**src/sv/bap_pkg.sv**
```systemverilog
// Shared types and constants for the block-average pixelation block.
package bap_pkg;

    localparam int unsigned DEF_MAX_WIDTH  = 2048;
    localparam int unsigned DEF_MAX_HEIGHT = 2048;

    localparam int unsigned REG_W       = 12;
    localparam int unsigned CNT_W       = 11;
    localparam int unsigned PIX_W       = 8;
    localparam int unsigned SUM_W       = 30;
    localparam int unsigned POS_W       = 14;
    localparam int unsigned AREA_W      = 2 * REG_W;
    localparam int unsigned QUOT_W      = 8;
    localparam int unsigned DIV_W       = 32;
    localparam int unsigned QUEUE_DEPTH = 4;
    localparam int unsigned CFG_IDX_W   = 4;

    typedef logic [CFG_IDX_W-1:0] t_cfg_idx;

    localparam t_cfg_idx REG_FRAME_WIDTH  = t_cfg_idx'(0);
    localparam t_cfg_idx REG_FRAME_HEIGHT = t_cfg_idx'(1);
    localparam t_cfg_idx REG_CELL_WIDTH   = t_cfg_idx'(2);
    localparam t_cfg_idx REG_CELL_HEIGHT  = t_cfg_idx'(3);

    typedef struct packed {
        logic [PIX_W-1:0] red;
        logic [PIX_W-1:0] green;
        logic [PIX_W-1:0] blue;
    } t_pixel;

    typedef struct packed {
        logic [CNT_W-1:0] cell_column;
        logic [CNT_W-1:0] cell_row;
        logic [PIX_W-1:0] mean_red;
        logic [PIX_W-1:0] mean_green;
        logic [PIX_W-1:0] mean_blue;
        logic             frame_end;
    } t_cell;

    typedef struct packed {
        logic [SUM_W-1:0] red;
        logic [SUM_W-1:0] green;
        logic [SUM_W-1:0] blue;
    } t_sums;

    // Clamped frame and cell sizes, all at least one.
    typedef struct packed {
        logic [REG_W-1:0] frame_width;
        logic [REG_W-1:0] frame_height;
        logic [REG_W-1:0] cell_width;
        logic [REG_W-1:0] cell_height;
    } t_dims;

    // A finished cell on its way from the accumulator to the divider.
    typedef struct packed {
        logic [CNT_W-1:0] cell_column;
        logic [CNT_W-1:0] cell_row;
        t_sums            sums;
        logic             frame_end;
    } t_job;

endpackage

```
**src/sv/bap_queue.sv**
```systemverilog
// Short queue of finished cells between the accumulator and the divider.
module bap_queue
    import bap_pkg::*;
(
    input  logic i_clk,
    input  logic i_rst_n,
    input  logic i_push,
    input  t_job i_job,
    input  logic i_pop,
    output logic o_valid,
    output t_job o_job,
    output logic o_afull
);

    localparam int unsigned PTR_W = $clog2(QUEUE_DEPTH);
    localparam int unsigned LVL_W = $clog2(QUEUE_DEPTH + 1);

    t_job             r_slot [QUEUE_DEPTH];
    logic [PTR_W-1:0] r_wr, r_rdp;
    logic [LVL_W-1:0] r_count;

    assign o_valid = (r_count != '0);
    assign o_job   = r_slot[r_rdp];
    // One request may still be in flight in the accumulator.
    assign o_afull = (r_count >= LVL_W'(QUEUE_DEPTH - 1));

    always_ff @(posedge i_clk) begin
        if (!i_rst_n) begin
            r_wr    <= '0;
            r_rdp   <= '0;
            r_count <= '0;
        end else begin
            if (i_push) begin
                r_wr <= r_wr + 1'b1;
            end
            if (i_pop) begin
                r_rdp <= r_rdp + 1'b1;
            end
            r_count <= r_count + LVL_W'(i_push) - LVL_W'(i_pop);
        end
    end

    always_ff @(posedge i_clk) begin
        if (i_push) begin
            r_slot[r_wr] <= i_job;
        end
    end

    a_no_overflow: assert property (@(posedge i_clk) disable iff (!i_rst_n)
        !(i_push && !i_pop && r_count == LVL_W'(QUEUE_DEPTH)))
        else $error("queue overflow");
    a_no_underflow: assert property (@(posedge i_clk) disable iff (!i_rst_n)
        i_pop |-> r_count != '0)
        else $error("queue underflow");
    a_level: assert property (@(posedge i_clk) disable iff (!i_rst_n)
        r_count <= LVL_W'(QUEUE_DEPTH))
        else $error("queue level out of range");

endmodule

```
**config.mk**
```make
export PLATFORM = sky130hd
export DESIGN_NAME = bap_queue
export DESIGN_NICKNAME = d
export VERILOG_FILES = /design/src/sv/bap_pkg.sv /design/src/sv/bap_queue.sv
export SDC_FILE = /design/constraint.sdc
export NUM_CORES = 1
export LEC_CHECK = 0
export BUFFER_PORTS_ARGS = -buffer_cell sky130_fd_sc_hd__buf_4
export CAP_MARGIN = 20
export CORE_MARGIN = 8
export CORE_UTILIZATION = 53
export CTS_BUF_LIST = sky130_fd_sc_hd__clkbuf_8
export DETAILED_ROUTE_END_ITERATION = 16
export HOLD_SLACK_MARGIN = 0.1
export PLACE_DENSITY = 0.77
export SLEW_MARGIN = 40
export SYNTH_ARGS = -nofsm -noshare
export SYNTH_HDL_FRONTEND = slang
export SYNTH_SLANG_ARGS = --single-unit
export TNS_END_PERCENT = 30
```
**constraint.sdc**
```tcl
create_clock -name i_clk -period 4.3 [get_ports i_clk]
set_input_delay 1.29 -clock i_clk [delete_from_list [all_inputs] [get_ports i_clk]]
set_output_delay 1.29 -clock i_clk [all_outputs]
set_load 0.01 [all_outputs]
```
# Yosys cells after proc, flatten, opt, wreduce, memory -nomap -nowiden
# Memories as Yosys holds them, arrays and structs flattened. A register that Yosys moved wholly into a read port is not among the register bits.
# Index checks and enable logic that the tools add are counted.
[word_totals]
regBits = 7
ram_bits = 452
inputBits = 117
word_cells = 14
memories = 1
[op_classes]
n_addsub = 4
n_lt_le_gt_ge = 1
n_mux = 4
n_reduce_logical = 1
[memory_table]
columns = ["name", "depth", "width", "rd", "rd_clocked_by_memory_dff", "wr", "line_no", "text"]
rows = [
  ["r_slot", 4, 113, 1, 1, 1, "bap_queue.sv:18", "t_job r_slot [QUEUE_DEPTH];"],
]
[op_table]
columns = ["operator", "n"]
rows = [
  ["$add 2x1->2 const B", 2],
  ["$mux 2", 2],
  ["$add 3x1->3", 1],
  ["$ge 3x2->1 const B", 1],
  ["$reduce_bool 3->1", 1],
  ["$sub 3x1->3", 1],
  ["$mux 1", 2],
]

# Logic depth before layout (Yosys ltp)
[depth]
ltp_word = 3
mapped_depth = 7
ltp_nobuf = 7

# Least setup slack after synthesis
# OpenSTA, ideal clock, no wires.
[synth_path]
kind = "input -> register"
startpoint = "input port i_push"
endpoint = "memory r_slot[0][0] (netlist name) (enable)"
setup_time_ps = 485
t_arrival_ps = 3889
setup_slack_ps = -73
stages = 1
path_buffers = 0
path_cell_list = "and2_1"
[synth_between]
elab_chain_len = 2
[synth_lines]
columns = ["item", "line_no", "text"]
rows = [
  ["start: declaration", "bap_queue.sv:7", "input logic i_push,"],
  ["$mux 1", "bap_queue.sv:44", "if (i_push) begin"],
  ["$mux 1 (not written as such)", "bap_queue.sv:45", "r_slot[r_wr] <= i_job;"],
  ["end: declaration", "bap_queue.sv:18", ""],
]
# Every way passes these cells.

==> impl_metrics.py <==
metrics = {
    "drt": {
        "vias": 7570,
        "wirelength_mm": 32.9,
        "viasPerCell": 5.44,
        "drtIter0Drc": 410,
        "detail_route.wl_per_cell_um": 23.6,
        "drtPass1Iterations": 4,
        "dr_wl_met2_mm": 16.3,
        "top_layer_used": "met4",
        "wl_met1_mm": 14.0,
        "drc": 0,
        "dr_wl_met3_mm": 2.20,
        "ant_nets": 0,
    },
    "global_route": {
        "grt_overflow": 0,
        "antenna_found_initial": 0,
        "grt_pass1_vias": 8478,
        "grt_max_degree": 69,
        "grt_usage_pct": 17.4,
        "grt_pass1_wl_mm": 50.5,
    },
    "die": {
        "num_rows": 65,
        "die_w_um": 194,
        "fp.dieH_um": 194,
        "start_util_pct": 53.4,
        "die-area_sq_um": 37600,
        "io_pins": 232,
        "core_sq_um": 31400,
    },
    "clocking": {
        "cts_resized": 0,
        "cts_hold_buf": 0,
        "postCtsSetupRepairBufs": 0,
        "clkTransAtPathRegs_ns": 0.06,
        "cts_buffer_depth": 3,
        "clkSinkCount": 461,
        "cts_tree": "built",
        "clock_latency_ns": 0.57,
        "ctsRootBufferMaster": "clkbuf_8",
        "h-tree-depth": 3,
        "cts_buffers": 72,
    },
    "synth": {
        "synth_nets": 762,
        "yosys_warnings": 0,
        "ys.flop_type": "edfxtp_1",
        "syn_area_sq_um": 16800,
        "synth_top_area_share_pct": 80.9,
        "seq_area_frac_synth_pct": 82.0,
        "synthTopCellsByArea": "edfxtp_1, mux4_2, dfxtp_1",
        "syn_area_per_cell_sq_um": 26.3,
        "yosysTopAreaCell": "edfxtp_1",
        "async_flop_share_pct": 0,
        "syn_inst": 637,
        "ys_types": 21,
        "ys_ff_latch": 461,
        "synth_edf_count": 452,
    },
    "layout": {
        "area_delta_synth_final_pct": 21.4,
        "antenna_cells": 0,
        "nNetsFinal": 1062,
        "layout_common_cells": "edfxtp_1, buf_4, mux4_2",
        "instances_no_fill": 1392,
        "fillers": 2045,
        "layout_commonest_cell": "edfxtp_1",
        "fin_util_pct": 64.9,
        "layout-drive-gt1-share_pct": 45.8,
    },
    "timing": {
        "report.final.slew_viol_count": 0,
        "slew_headroom_pct": 57.0,
        "setup_viol": 0,
        "max_slew.worst_pin.slew_ns": 0.645,
        "fin_setup_tns_ns": 0,
        "worst_slack_ns": 0.592,
        "min_period_ns": 3.71,
        "max_freq_mhz": 270,
        "finalHoldViolations": 0,
        "fin_skew_ns": 0.0170,
        "finalCritPeriodShare_pct": 86.2,
        "rsz0062_at_grt": "no",
    },
    "worst_setup_path": {
        "r2r_slack_ns": 2.42,
        "crit_path_max_incr_delay_ns": 0.77,
        "worstPathMaxFanout": 30,
        "crit_type": "reg -> out",
        "end_kind": "output port",
        "cp-start-kind": "register",
        "reg2reg_from": "r_wr[0]$_SDFFE_PN0P_",
        "r2r_end": "r_slot[2][34]$_DFFE_PP_",
        "crit_top_cell": "buf_4",
        "critical_path.top_delay_family": "flip-flops",
        "cpMaxStageDelayCell": "dfxtp_4",
        "cp_data_arrival_time_ns": 2.42,
        "worst_ep_required_time_ns": 3.01,
        "timing.reg2reg.worst_path_depth": 4,
        "cp_num_buf_inv": 2,
        "path_cells": "buf_4, mux4_2, buf_4",
    },
    "worst_hold_path": {
        "hold_path_depth": 2,
        "hp-class": "reg -> reg",
        "hp-start": "r_rdp[0]$_SDFFE_PN0P_",
        "whs_endpoint": "r_rdp[1]$_SDFFE_PN0P_",
    },
    "power_and_ir_drop": {
        "p_comb_share_pct": 11.2,
        "p_sw_share_pct": 22.6,
        "intPower_w": 0.00738,
        "seqPwrFrac_pct": 54.8,
        "power.share.clock_pct": 34.0,
        "power_switching_w": 0.00216,
        "ir_drop_mv": 0.339,
        "p_leak_nw": 6.97,
        "power.density_nw_per_um2": 469,
        "totalPowerFinal_w": 0.00955,
    },
    "flow_run": {
        "drv_cap": 0,
    },
    "place": {
        "gp_congestion": 0.705,
        "dp_slack_ns": 1.10,
        "post-dp-hpwl_mm": 20.7,
        "io_buffers": 231,
        "placedCellCount": 1265,
    },
    "outcome": {
        "run_status": "completed",
    },
}
-- flip-flops by register name, indices dropped and copies added, names as in the netlist, named ones only --
signal	cells
r_count	3
r_slot	452
r_rdp	2
r_wr	2
-- Yosys cell counts, types with 3 or more instances --
| cell type | instances |
|---|---|
| edfxtp_1 | 452 |
| mux4_2 | 113 |
| buf_2 | 12 |
| dfxtp_1 | 9 |
| buf_8 | 8 |
| inv_1 | 8 |
| ha_1 | 7 |
| and2_1 | 6 |
| nor2_1 | 5 |
| clkbuf_1 | 4 |
| xnor2_1 | 3 |
-- routing by layer --
layer,GRT usage (%),vias up
met5,0,-
met4,4.19,0
met3,5.14,40
met2,28.7,256
met1,22.8,3933
li1,-,3341
-- logic make-up after synthesis --
| family | count (synthesis) | synth area share [%] |
|---|---|---|
| DFF | 461 | 82.0 |
| and+or+nand+nor | 14 | 0.433 |
| xor gates and xnor gates | 3 | 0.157 |
| muxes | 114 | 15.2 |
| adders and majority gates | 8 | 0.641 |
| buffers and inverters | 34 | 1.45 |
| AOI/OAI and AO/OA | 3 | 0.119 |
-- worst max path at each step --
stage | to | slack, ns | cells past startpoint
5_1_grt | o_job[4] | 0.41 | 3
4_1_cts | o_job[0] | 0.48 | 3
3_5_place_dp | o_job[0] | 1.10 | 3
6_report | o_job[0] | 0.59 | 3
2_1_floorplan | r_slot[1][0]$_DFFE_PP_ | -0.07 | 1
3_3_place_gp | o_job[2] | 1.09 | 3
-- worst min-delay path: stages, from the launching register on --
cell,delay [ns]
dfxtp_1,0.34
nand3b_1,0.09
a21oi_1,0.07
-- final cells by class --
class                   instances  area, sq um  area share (%)
flip-flops and latches        461        13800            67.6
clock buffers                  74         1020            5.00
clock inverters                53          259            1.27
well taps                     402          503            2.47
multi-input cells             142         2790            13.7
repair buffers                252         2000            9.84
inverters                       8         30.0           0.147
-- power groups by stage --
stage / clock (W) / sequential (W) / combinational, W
after floorplan: 0 / 0.00530 / 0.000574
after global placement: 0 / 0.00532 / 0.00108
after detailed placement: 0 / 0.00533 / 0.00109
after global routing: 0.00354 / 0.00525 / 0.00115
after CTS: 0.00335 / 0.00524 / 0.00109
final: 0.00324 / 0.00524 / 0.00107
-- stage by stage --
stage | cell area, sq um | hold WS, ns
2_1_floorplan | 16800 | 0.499
3_3_place_gp | 19100 | 0.508
3_5_place_dp | 19100 | 0.516
4_1_cts | 20400 | 0.528
5_1_grt | 20400 | 0.558
6_report | 20400 | 0.527
(Power assumes the default switching activity.)
