`config.mk`:
```
export PLATFORM = sky130hd
export DESIGN_NAME = bap_back
export DESIGN_NICKNAME = d
export VERILOG_FILES = /design/src/sv/bap_pkg.sv /design/src/sv/bap_back.sv
export SDC_FILE = /design/constraint.sdc
export NUM_CORES = 1
export LEC_CHECK = 0
export ABC_CLOCK_PERIOD_IN_PS = 5700
export BUFFER_PORTS_ARGS = -buffer_cell sky130_fd_sc_hd__buf_2
export CORE_MARGIN = 2
export CORE_UTILIZATION = 50
export CTS_BUF_LIST = sky130_fd_sc_hd__clkbuf_4
export DETAILED_ROUTE_END_ITERATION = 16
export PLACE_DENSITY = 0.72
export SYNTH_ARGS = -nofsm -noshare
export SYNTH_HDL_FRONTEND = slang
export SYNTH_SLANG_ARGS = --single-unit
```
`constraint.sdc`:
```
create_clock -name i_clk -period 5.7 [get_ports i_clk]
set_input_delay 0.855 -clock i_clk [delete_from_list [all_inputs] [get_ports i_clk]]
set_output_delay 0.855 -clock i_clk [all_outputs]
set_load 0.02 [all_outputs]
```
`src/sv/bap_pkg.sv`:
```
// Shared types and constants for the block-average pixelation block.
package bap_pkg;

    localparam int unsigned DEF_MAX_WIDTH  = 2048;
    localparam int unsigned DEF_MAX_HEIGHT = 2048;

    localparam int unsigned REG_W       = 12;
    localparam int unsigned CNT_W       = 11;
    localparam int unsigned PIX_W       = 8;
    localparam int unsigned SUM_W       = 30;
    localparam int unsigned POS_W       = 14;
    localparam int unsigned AREA_W      = 2 * REG_W;
    localparam int unsigned QUOT_W      = 8;
    localparam int unsigned DIV_W       = 32;
    localparam int unsigned QUEUE_DEPTH = 4;
    localparam int unsigned CFG_IDX_W   = 4;

    typedef logic [CFG_IDX_W-1:0] t_cfg_idx;

    localparam t_cfg_idx REG_FRAME_WIDTH  = t_cfg_idx'(0);
    localparam t_cfg_idx REG_FRAME_HEIGHT = t_cfg_idx'(1);
    localparam t_cfg_idx REG_CELL_WIDTH   = t_cfg_idx'(2);
    localparam t_cfg_idx REG_CELL_HEIGHT  = t_cfg_idx'(3);

    typedef struct packed {
        logic [PIX_W-1:0] red;
        logic [PIX_W-1:0] green;
        logic [PIX_W-1:0] blue;
    } t_pixel;

    typedef struct packed {
        logic [CNT_W-1:0] cell_column;
        logic [CNT_W-1:0] cell_row;
        logic [PIX_W-1:0] mean_red;
        logic [PIX_W-1:0] mean_green;
        logic [PIX_W-1:0] mean_blue;
        logic             frame_end;
    } t_cell;

    typedef struct packed {
        logic [SUM_W-1:0] red;
        logic [SUM_W-1:0] green;
        logic [SUM_W-1:0] blue;
    } t_sums;

    // Clamped frame and cell sizes, all at least one.
    typedef struct packed {
        logic [REG_W-1:0] frame_width;
        logic [REG_W-1:0] frame_height;
        logic [REG_W-1:0] cell_width;
        logic [REG_W-1:0] cell_height;
    } t_dims;

    // A finished cell on its way from the accumulator to the divider.
    typedef struct packed {
        logic [CNT_W-1:0] cell_column;
        logic [CNT_W-1:0] cell_row;
        t_sums            sums;
        logic             frame_end;
    } t_job;

endpackage

```
`src/sv/bap_back.sv`:
```
// Back end: iterative division of the three cell sums by the cell area.
module bap_back
    import bap_pkg::*;
(
    input  logic              i_clk,
    input  logic              i_rst_n,
    input  logic [AREA_W-1:0] i_area,
    input  logic              i_job_valid,
    input  t_job              i_job,
    output logic              o_job_pop,
    output logic              o_empty,
    input  logic              i_pop,
    output t_cell             o_cell
);

    localparam int unsigned STEP_W = $clog2(QUOT_W);

    typedef enum logic [2:0] {
        ST_IDLE = 3'b001,
        ST_DIV  = 3'b010,
        ST_HOLD = 3'b100
    } t_state;

    t_state            r_state;
    logic [STEP_W-1:0] r_step;
    logic [DIV_W-1:0]  r_rem  [3];
    logic [QUOT_W-1:0] r_quot [3];
    logic [CNT_W-1:0]  r_col, r_row;
    logic              r_fend;

    logic [STEP_W-1:0] bit_pos;
    logic [DIV_W-1:0]  divisor;

    assign o_job_pop = (r_state == ST_IDLE) && i_job_valid;
    assign o_empty   = (r_state != ST_HOLD);
    assign bit_pos   = STEP_W'(QUOT_W - 1) - r_step;
    assign divisor   = DIV_W'(i_area) << bit_pos;

    always_ff @(posedge i_clk) begin
        if (!i_rst_n) begin
            r_state <= ST_IDLE;
            r_step  <= '0;
        end else begin
            unique case (r_state)
                ST_IDLE: begin
                    if (i_job_valid) begin
                        r_state <= ST_DIV;
                        r_step  <= '0;
                    end
                end
                ST_DIV: begin
                    r_step <= r_step + 1'b1;
                    if (r_step == STEP_W'(QUOT_W - 1)) begin
                        r_state <= ST_HOLD;
                    end
                end
                ST_HOLD: begin
                    if (i_pop) begin
                        r_state <= ST_IDLE;
                    end
                end
                default: r_state <= ST_IDLE;
            endcase
        end
    end

    // Restoring division, one quotient bit per cycle, most significant first.
    always_ff @(posedge i_clk) begin
        if (o_job_pop) begin
            r_rem[0] <= DIV_W'(i_job.sums.red);
            r_rem[1] <= DIV_W'(i_job.sums.green);
            r_rem[2] <= DIV_W'(i_job.sums.blue);
            for (int c = 0; c < 3; c++) begin
                r_quot[c] <= '0;
            end
            r_col  <= i_job.cell_column;
            r_row  <= i_job.cell_row;
            r_fend <= i_job.frame_end;
        end else if (r_state == ST_DIV) begin
            for (int c = 0; c < 3; c++) begin
                if (r_rem[c] >= divisor) begin
                    r_rem[c]           <= r_rem[c] - divisor;
                    r_quot[c][bit_pos] <= 1'b1;
                end
            end
        end
    end

    assign o_cell.cell_column = r_col;
    assign o_cell.cell_row    = r_row;
    assign o_cell.mean_red    = r_quot[0];
    assign o_cell.mean_green  = r_quot[1];
    assign o_cell.mean_blue   = r_quot[2];
    assign o_cell.frame_end   = r_fend;

    a_hold_stable: assert property (@(posedge i_clk) disable iff (!i_rst_n)
        (r_state == ST_HOLD && !i_pop) |=> (r_state == ST_HOLD && $stable(o_cell)))
        else $error("waiting result changed");
    a_div_done: assert property (@(posedge i_clk) disable iff (!i_rst_n)
        (r_state == ST_DIV && r_step == STEP_W'(QUOT_W - 1)) |=> r_state == ST_HOLD)
        else $error("division did not finish in time");
    a_area_nonzero: assert property (@(posedge i_clk) disable iff (!i_rst_n)
        r_state == ST_DIV |-> i_area != '0)
        else $error("zero cell area during division");

endmodule

```
; Word level (Yosys, flattened, before mapping)
; Memories as Yosys holds them, arrays and structs flattened.
; Cells that the tools add are included.
[classes]
addsub = 5
n_mul = 0
div_mod_pow = 0
n_lt_le_gt_ge = 5
eq_ne = 8
shift = 1
n_mux = 52
bitwise = 27
reduce_logical = 5
[ops]
columns = cell, count
row1 = $ge 32x32->1, 3
row2 = $mux 32, 3
row3 = $sub 32x32->32, 3
row4 = $mux 1, 39
row5 = $shl 24x3->32, 1
row6 = $or 1x1->1, 27
row7 = $mux 8, 3
row8 = $mux 3, 4
row9 = $pmux 3 s3, 1
row10 = $eq 3x3->1 const B, 2
row11 = $ne 2x2->1 const B, 3
row12 = $pmux 3 s2, 1
row13 = $lt 3x4->1 const B, 1
row14 = $add 3x1->3 const B, 1
row15 = $demux 1 s3, 1
row16 = $eq 3x1->1 const B, 1
row17 = $eq 3x2->1 const B, 1
row18 = $ge 3x1->1 const B, 1
row19 = $ne 3x3->1 const B, 1
row20 = $reduce_and 3->1, 1
row21 = $sub 3x3->3 const A, 1
row22 = $logic_and 1x1->1, 2
row23 = $reduce_and 2->1, 1
row24 = $reduce_bool 2->1, 1
[word_totals]
register_bits = 29
latch_bits = 0
mem_bits_rw = 120
rom_bits = 0
input_bits = 141
out_inout_bits = 49
word_cells = 110
memories = 2
[mem_list]
columns = name, words, word_bits, rd, rd_ports_with_merged_regs, write_ports, line_no
row1 = r_rem, 3, 32, 3, 0, 3, bap_back.sv:26  ; logic [DIV_W-1:0] r_rem [3];
row2 = r_quot, 3, 8, 3, 0, 3, bap_back.sv:27  ; logic [QUOT_W-1:0] r_quot [3];

; Longest topological paths before layout
[logic_depth]
ltp_word = 8
ltp_mapped = 20

; Worst setup path after synthesis
; No wires, ideal clock.
[synth_path]
path_kind = register to register
from = register r_step[0]
to = memory r_rem[0][0], enable pin
setup_ps = 478
arrival_ps = 3982
path_slack_ps = 1240
path_stages_with_launch = 13
path_buffers = 2
cell_sequence = dfxtp_1 -> clkbuf_1 -> buf_1 -> mux4_2 -> a21oi_1 -> ha_1 -> a211oi_2 -> nor2_1 -> o311ai_2 -> a21oi_1 -> o311a_1 -> a21oi_2 -> nand2_1
[synth_lines]
columns = item, line_no
row1 = start: declaration, bap_back.sv:25  ; logic [STEP_W-1:0] r_step;
row2 = start signal: assignment, bap_back.sv:52  ; r_step <= r_step + 1'b1;
row3 = end: declaration, bap_back.sv:26

==> flow_summary.json <==
{
  "clock_latency_ns": 0.58,
  "ys_seq_area_frac": 0.380,
  "grt_util_all_layers": 0.258,
  "cts_max_path_buffers": 2,
  "worstHoldPathType": "in -> reg",
  "postPlaceCellArea_sq_mm": 0.0128,
  "finalClockSkew_ns": 0.0289,
  "setup_viol": 0,
  "async_flop_share": 0,
  "cp_max_fo": 59,
  "powerDensity_mw_per_mm2": 259,
  "path_class": "reg -> reg",
  "clock_sinks": 149,
  "max-cap-violations": 0,
  "power_leakage_uw": 0.00537,
  "hold_viol_final": 0,
  "outcome": "finished clean",
  "vdd_drop_max_mv": 0.120,
  "portBuffers": 189,
  "cp.arrival_ns": 5.52,
  "dr.pass1.iters": 5,
  "crit_slowest_cell": "dfxtp_2",
  "highest_layer": "met5",
  "fin_area_sq_mm": 0.0131,
  "grt_overflow_total": 0,
  "worst_slew_pin_slew_ns": 0.681,
  "critical_path_required_ns": 6.01,
  "grt_pass1_vias": 9374,
  "cpPeakStageDelay_ns": 0.81,
  "clkTransAtPathRegs_ns": 0.14,
  "path_cells": "clkinv_1 > o21ai_0 > mux2i_1 > ha_1 > nand4_1 > a211oi_1 > o311ai_1 > and2_1 > a211oi_1 > o31ai_4 > and3_2 > inv_4 > buf_12 > a21oi_1",
  "syn2layout_area_growth_pct": 13.1,
  "setup_tns_ns": 0,
  "synth-main-ff-cell": "edfxtp_1",
  "wl_met1_mm": 14.0,
  "yosysUniqueCellTypes": 71,
  "finalCriticalPeriod_ns": 5.21,
  "drc": 0,
  "drive_above_1_share": 0.193,
  "cts_tree": "yes",
  "die_area_sq_mm": 0.0245,
  "slew_headroom": 0.533,
  "routed_wl_mm": 31.9,
  "die_y_microns": 156,
  "netlist_area_sq_mm": 0.0116,
  "via_count": 10200,
  "routed-wl-met3_mm": 1.94,
  "antenna_found_initial": 3,
  "timing.fmax_mhz": 192,
  "synthCells": 1243,
  "yosys_warnings": 0,
  "fp-row-count": 55,
  "cts.htree.levels": 4,
  "postRouteAntennaNets": 0,
  "drt-wirelength-per-cell_microns": 18.6,
  "ios": 190,
  "crit_family": "compound AO/OA/AOI/OAI gates",
  "cts_hold_buf": 0,
  "period_share": 0.913,
  "ys_ff_latch": 149,
  "fin_total_pwr_uw": 3400,
  "end_kind": "register",
  "critPathLaunchType": "register",
  "crit_top_cell": "a211oi_1",
  "place_hpwl_mm": 24.9,
  "cts_root_buffer": "clkbuf_4",
  "crit_buf_inv": 3,
  "nets": 1657,
  "grt_max_degree": 60,
  "synth.avg_cell_area_sq_um": 9.34,
  "numCtsBuffers": 17,
  "rsz0062_at_grt": "no",
  "cts_setup_buffers": 0,
  "drt_iter0_drc": 843,
  "start_util": 0.511,
  "wl_met2_mm": 15.0,
  "grt_pass1_wl_mm": 48.9,
  "die_w_microns": 156,
  "syn_nets": 1482,
  "slew_viol_final": 0,
  "coreArea_sq_mm": 0.0227,
  "cts-resized-gates": 0,
  "via_per_inst": 5.96,
  "gp_congestion": 0.945,
  "synth_edf_count": 143
}
worst paths after layout:
path	start	to	slack, ns	cells past startpoint
max	r_step[0]	r_rem[0][81]	0.49	14
min	i_job[95]	r_row[4]	0.45	1
max reg2reg	r_step[0]	r_rem[0][81]	0.49	14
min reg2reg	r_state[2]	r_state[1]	0.61	1
flip-flops by register name, indices dropped and copies added, names as in the netlist:
signal	flops
r_col	11
r_rem	96
r_row	11
r_quot	24
r_step	3
r_state	3
r_fend	1
layout by cell type, fill, tap and decap left out, types with 4 or more instances in the layout:
| master | synthesis | final |
|---|---|---|
| dfxtp_1 | 6 | 4 |
| mux4_2 | 16 | 16 |
| or3_1 | 8 | 8 |
| and2_1 | 8 | 8 |
| a21o_1 | 25 | 25 |
| inv_1 | 32 | 32 |
| o21a_1 | 17 | 17 |
| a21boi_0 | 5 | 5 |
| buf_2 | 16 | 189 |
| a211oi_1 | 15 | 15 |
| nand2_1 | 114 | 114 |
| edfxtp_1 | 143 | 143 |
| nand3b_1 | 4 | 4 |
| nor2b_1 | 13 | 13 |
| xnor2_1 | 38 | 38 |
| clkbuf_4 | 0 | 20 |
| o21bai_1 | 13 | 13 |
| and3_1 | 15 | 14 |
| ha_1 | 95 | 95 |
| nor3b_1 | 5 | 5 |
| nand3_1 | 26 | 26 |
| nand4_1 | 10 | 10 |
| mux2i_1 | 29 | 29 |
| o21ai_1 | 4 | 4 |
| nor2_1 | 119 | 119 |
| a21oi_1 | 153 | 153 |
| o211ai_1 | 8 | 8 |
| buf_4 | 3 | 15 |
| a211o_1 | 4 | 4 |
| o21ai_0 | 109 | 109 |
| nand2b_1 | 20 | 20 |
| nor3_1 | 22 | 22 |
| a31oi_1 | 12 | 12 |
| xor2_1 | 35 | 35 |
| o31ai_1 | 13 | 13 |
area by class of cell:
cell class	count	area (sq um)
flip-flops and latches	149	4420
clock inverters	12	131
diodes	2	5.00
multi-input cells	1009	6820
fillers	2005	9580
inverters	34	130
clock buffers	20	150
well taps	285	357
repair buffers	207	1120
per-stage QoR:
| step | std cells | worst slack [ns] | hold slack, ns | utilization |
|---|---|---|---|---|
| finish | 1718 | 0.494 | 0.450 | 0.578 |
| global route | 1718 | 0.0145 | 0.411 | 0.578 |
| CTS | 1716 | 0.530 | 0.416 | 0.578 |
| detailed placement | 1684 | 0.560 | 0.590 | 0.566 |
| global placement | 1684 | 0.584 | 0.560 | 0.566 |
| floorplan | 1243 | 1.24 | 0.518 | - |
cells by family (layout without fill, tap and decap cells):
logic type | Yosys count | in the layout | share of synthesized area
buffers and inverters | 85 | 273 | 0.0323
AND/OR/NAND/NOR | 380 | 380 | 0.152
other | 0 | 2 | 0
XOR/XNOR | 73 | 73 | 0.0551
flip-flops | 149 | 149 | 0.380
multiplexers | 47 | 47 | 0.0580
adder cells (fa/ha/maj) | 98 | 98 | 0.108
AO/OA/AOI/OAI | 411 | 411 | 0.214
layer usage:
metal,vias to the layer above,global-route usage
li1,5032,-
met1,4774,0.339
met2,376,0.430
met3,58,0.0390
met4,2,0.0987
met5,-,0
synth_stat cells (3+ instances only):
cell type	number	area (sq um)
o211ai_1	8	60.1
nor4_1	3	18.8
and3_1	15	93.8
nor2_1	119	447
a21boi_0	5	37.5
o2111ai_1	3	26.3
nor3_1	22	110
nand3_1	26	130
a211o_1	4	35.0
or3b_2	3	26.3
or2_2	3	18.8
fa_1	3	60.1
buf_6	3	33.8
xnor2_1	38	333
buf_1	6	22.5
nand3b_1	4	30.0
o31ai_1	13	97.6
inv_1	32	120
mux4_2	16	360
and2_1	8	50.1
a2111oi_0	3	26.3
clkbuf_1	23	86.3
nor2b_1	13	81.3
o21bai_1	13	97.6
xor2_1	35	307
buf_2	16	80.1
ha_1	95	1190
a211oi_1	15	113
edfxtp_1	143	4290
a21oi_1	153	766
nand2b_1	20	125
nand2_1	114	428
mux2i_1	29	290
o21ai_0	109	546
buf_4	3	22.5
o21ai_1	4	20.0
nor3b_1	5	37.5
a31oi_1	12	75.1
dfxtp_1	6	120
a21o_1	25	188
or3_1	8	50.1
nand4_1	10	62.6
o21a_1	17	128
where the power goes:
part	switching [uW]	internal, uW	total, uW
Clock	426	275	701
Combinational	797	513	1310
Sequential	42.3	1350	1390
Note: power is estimated with default switching activity, not from simulation.
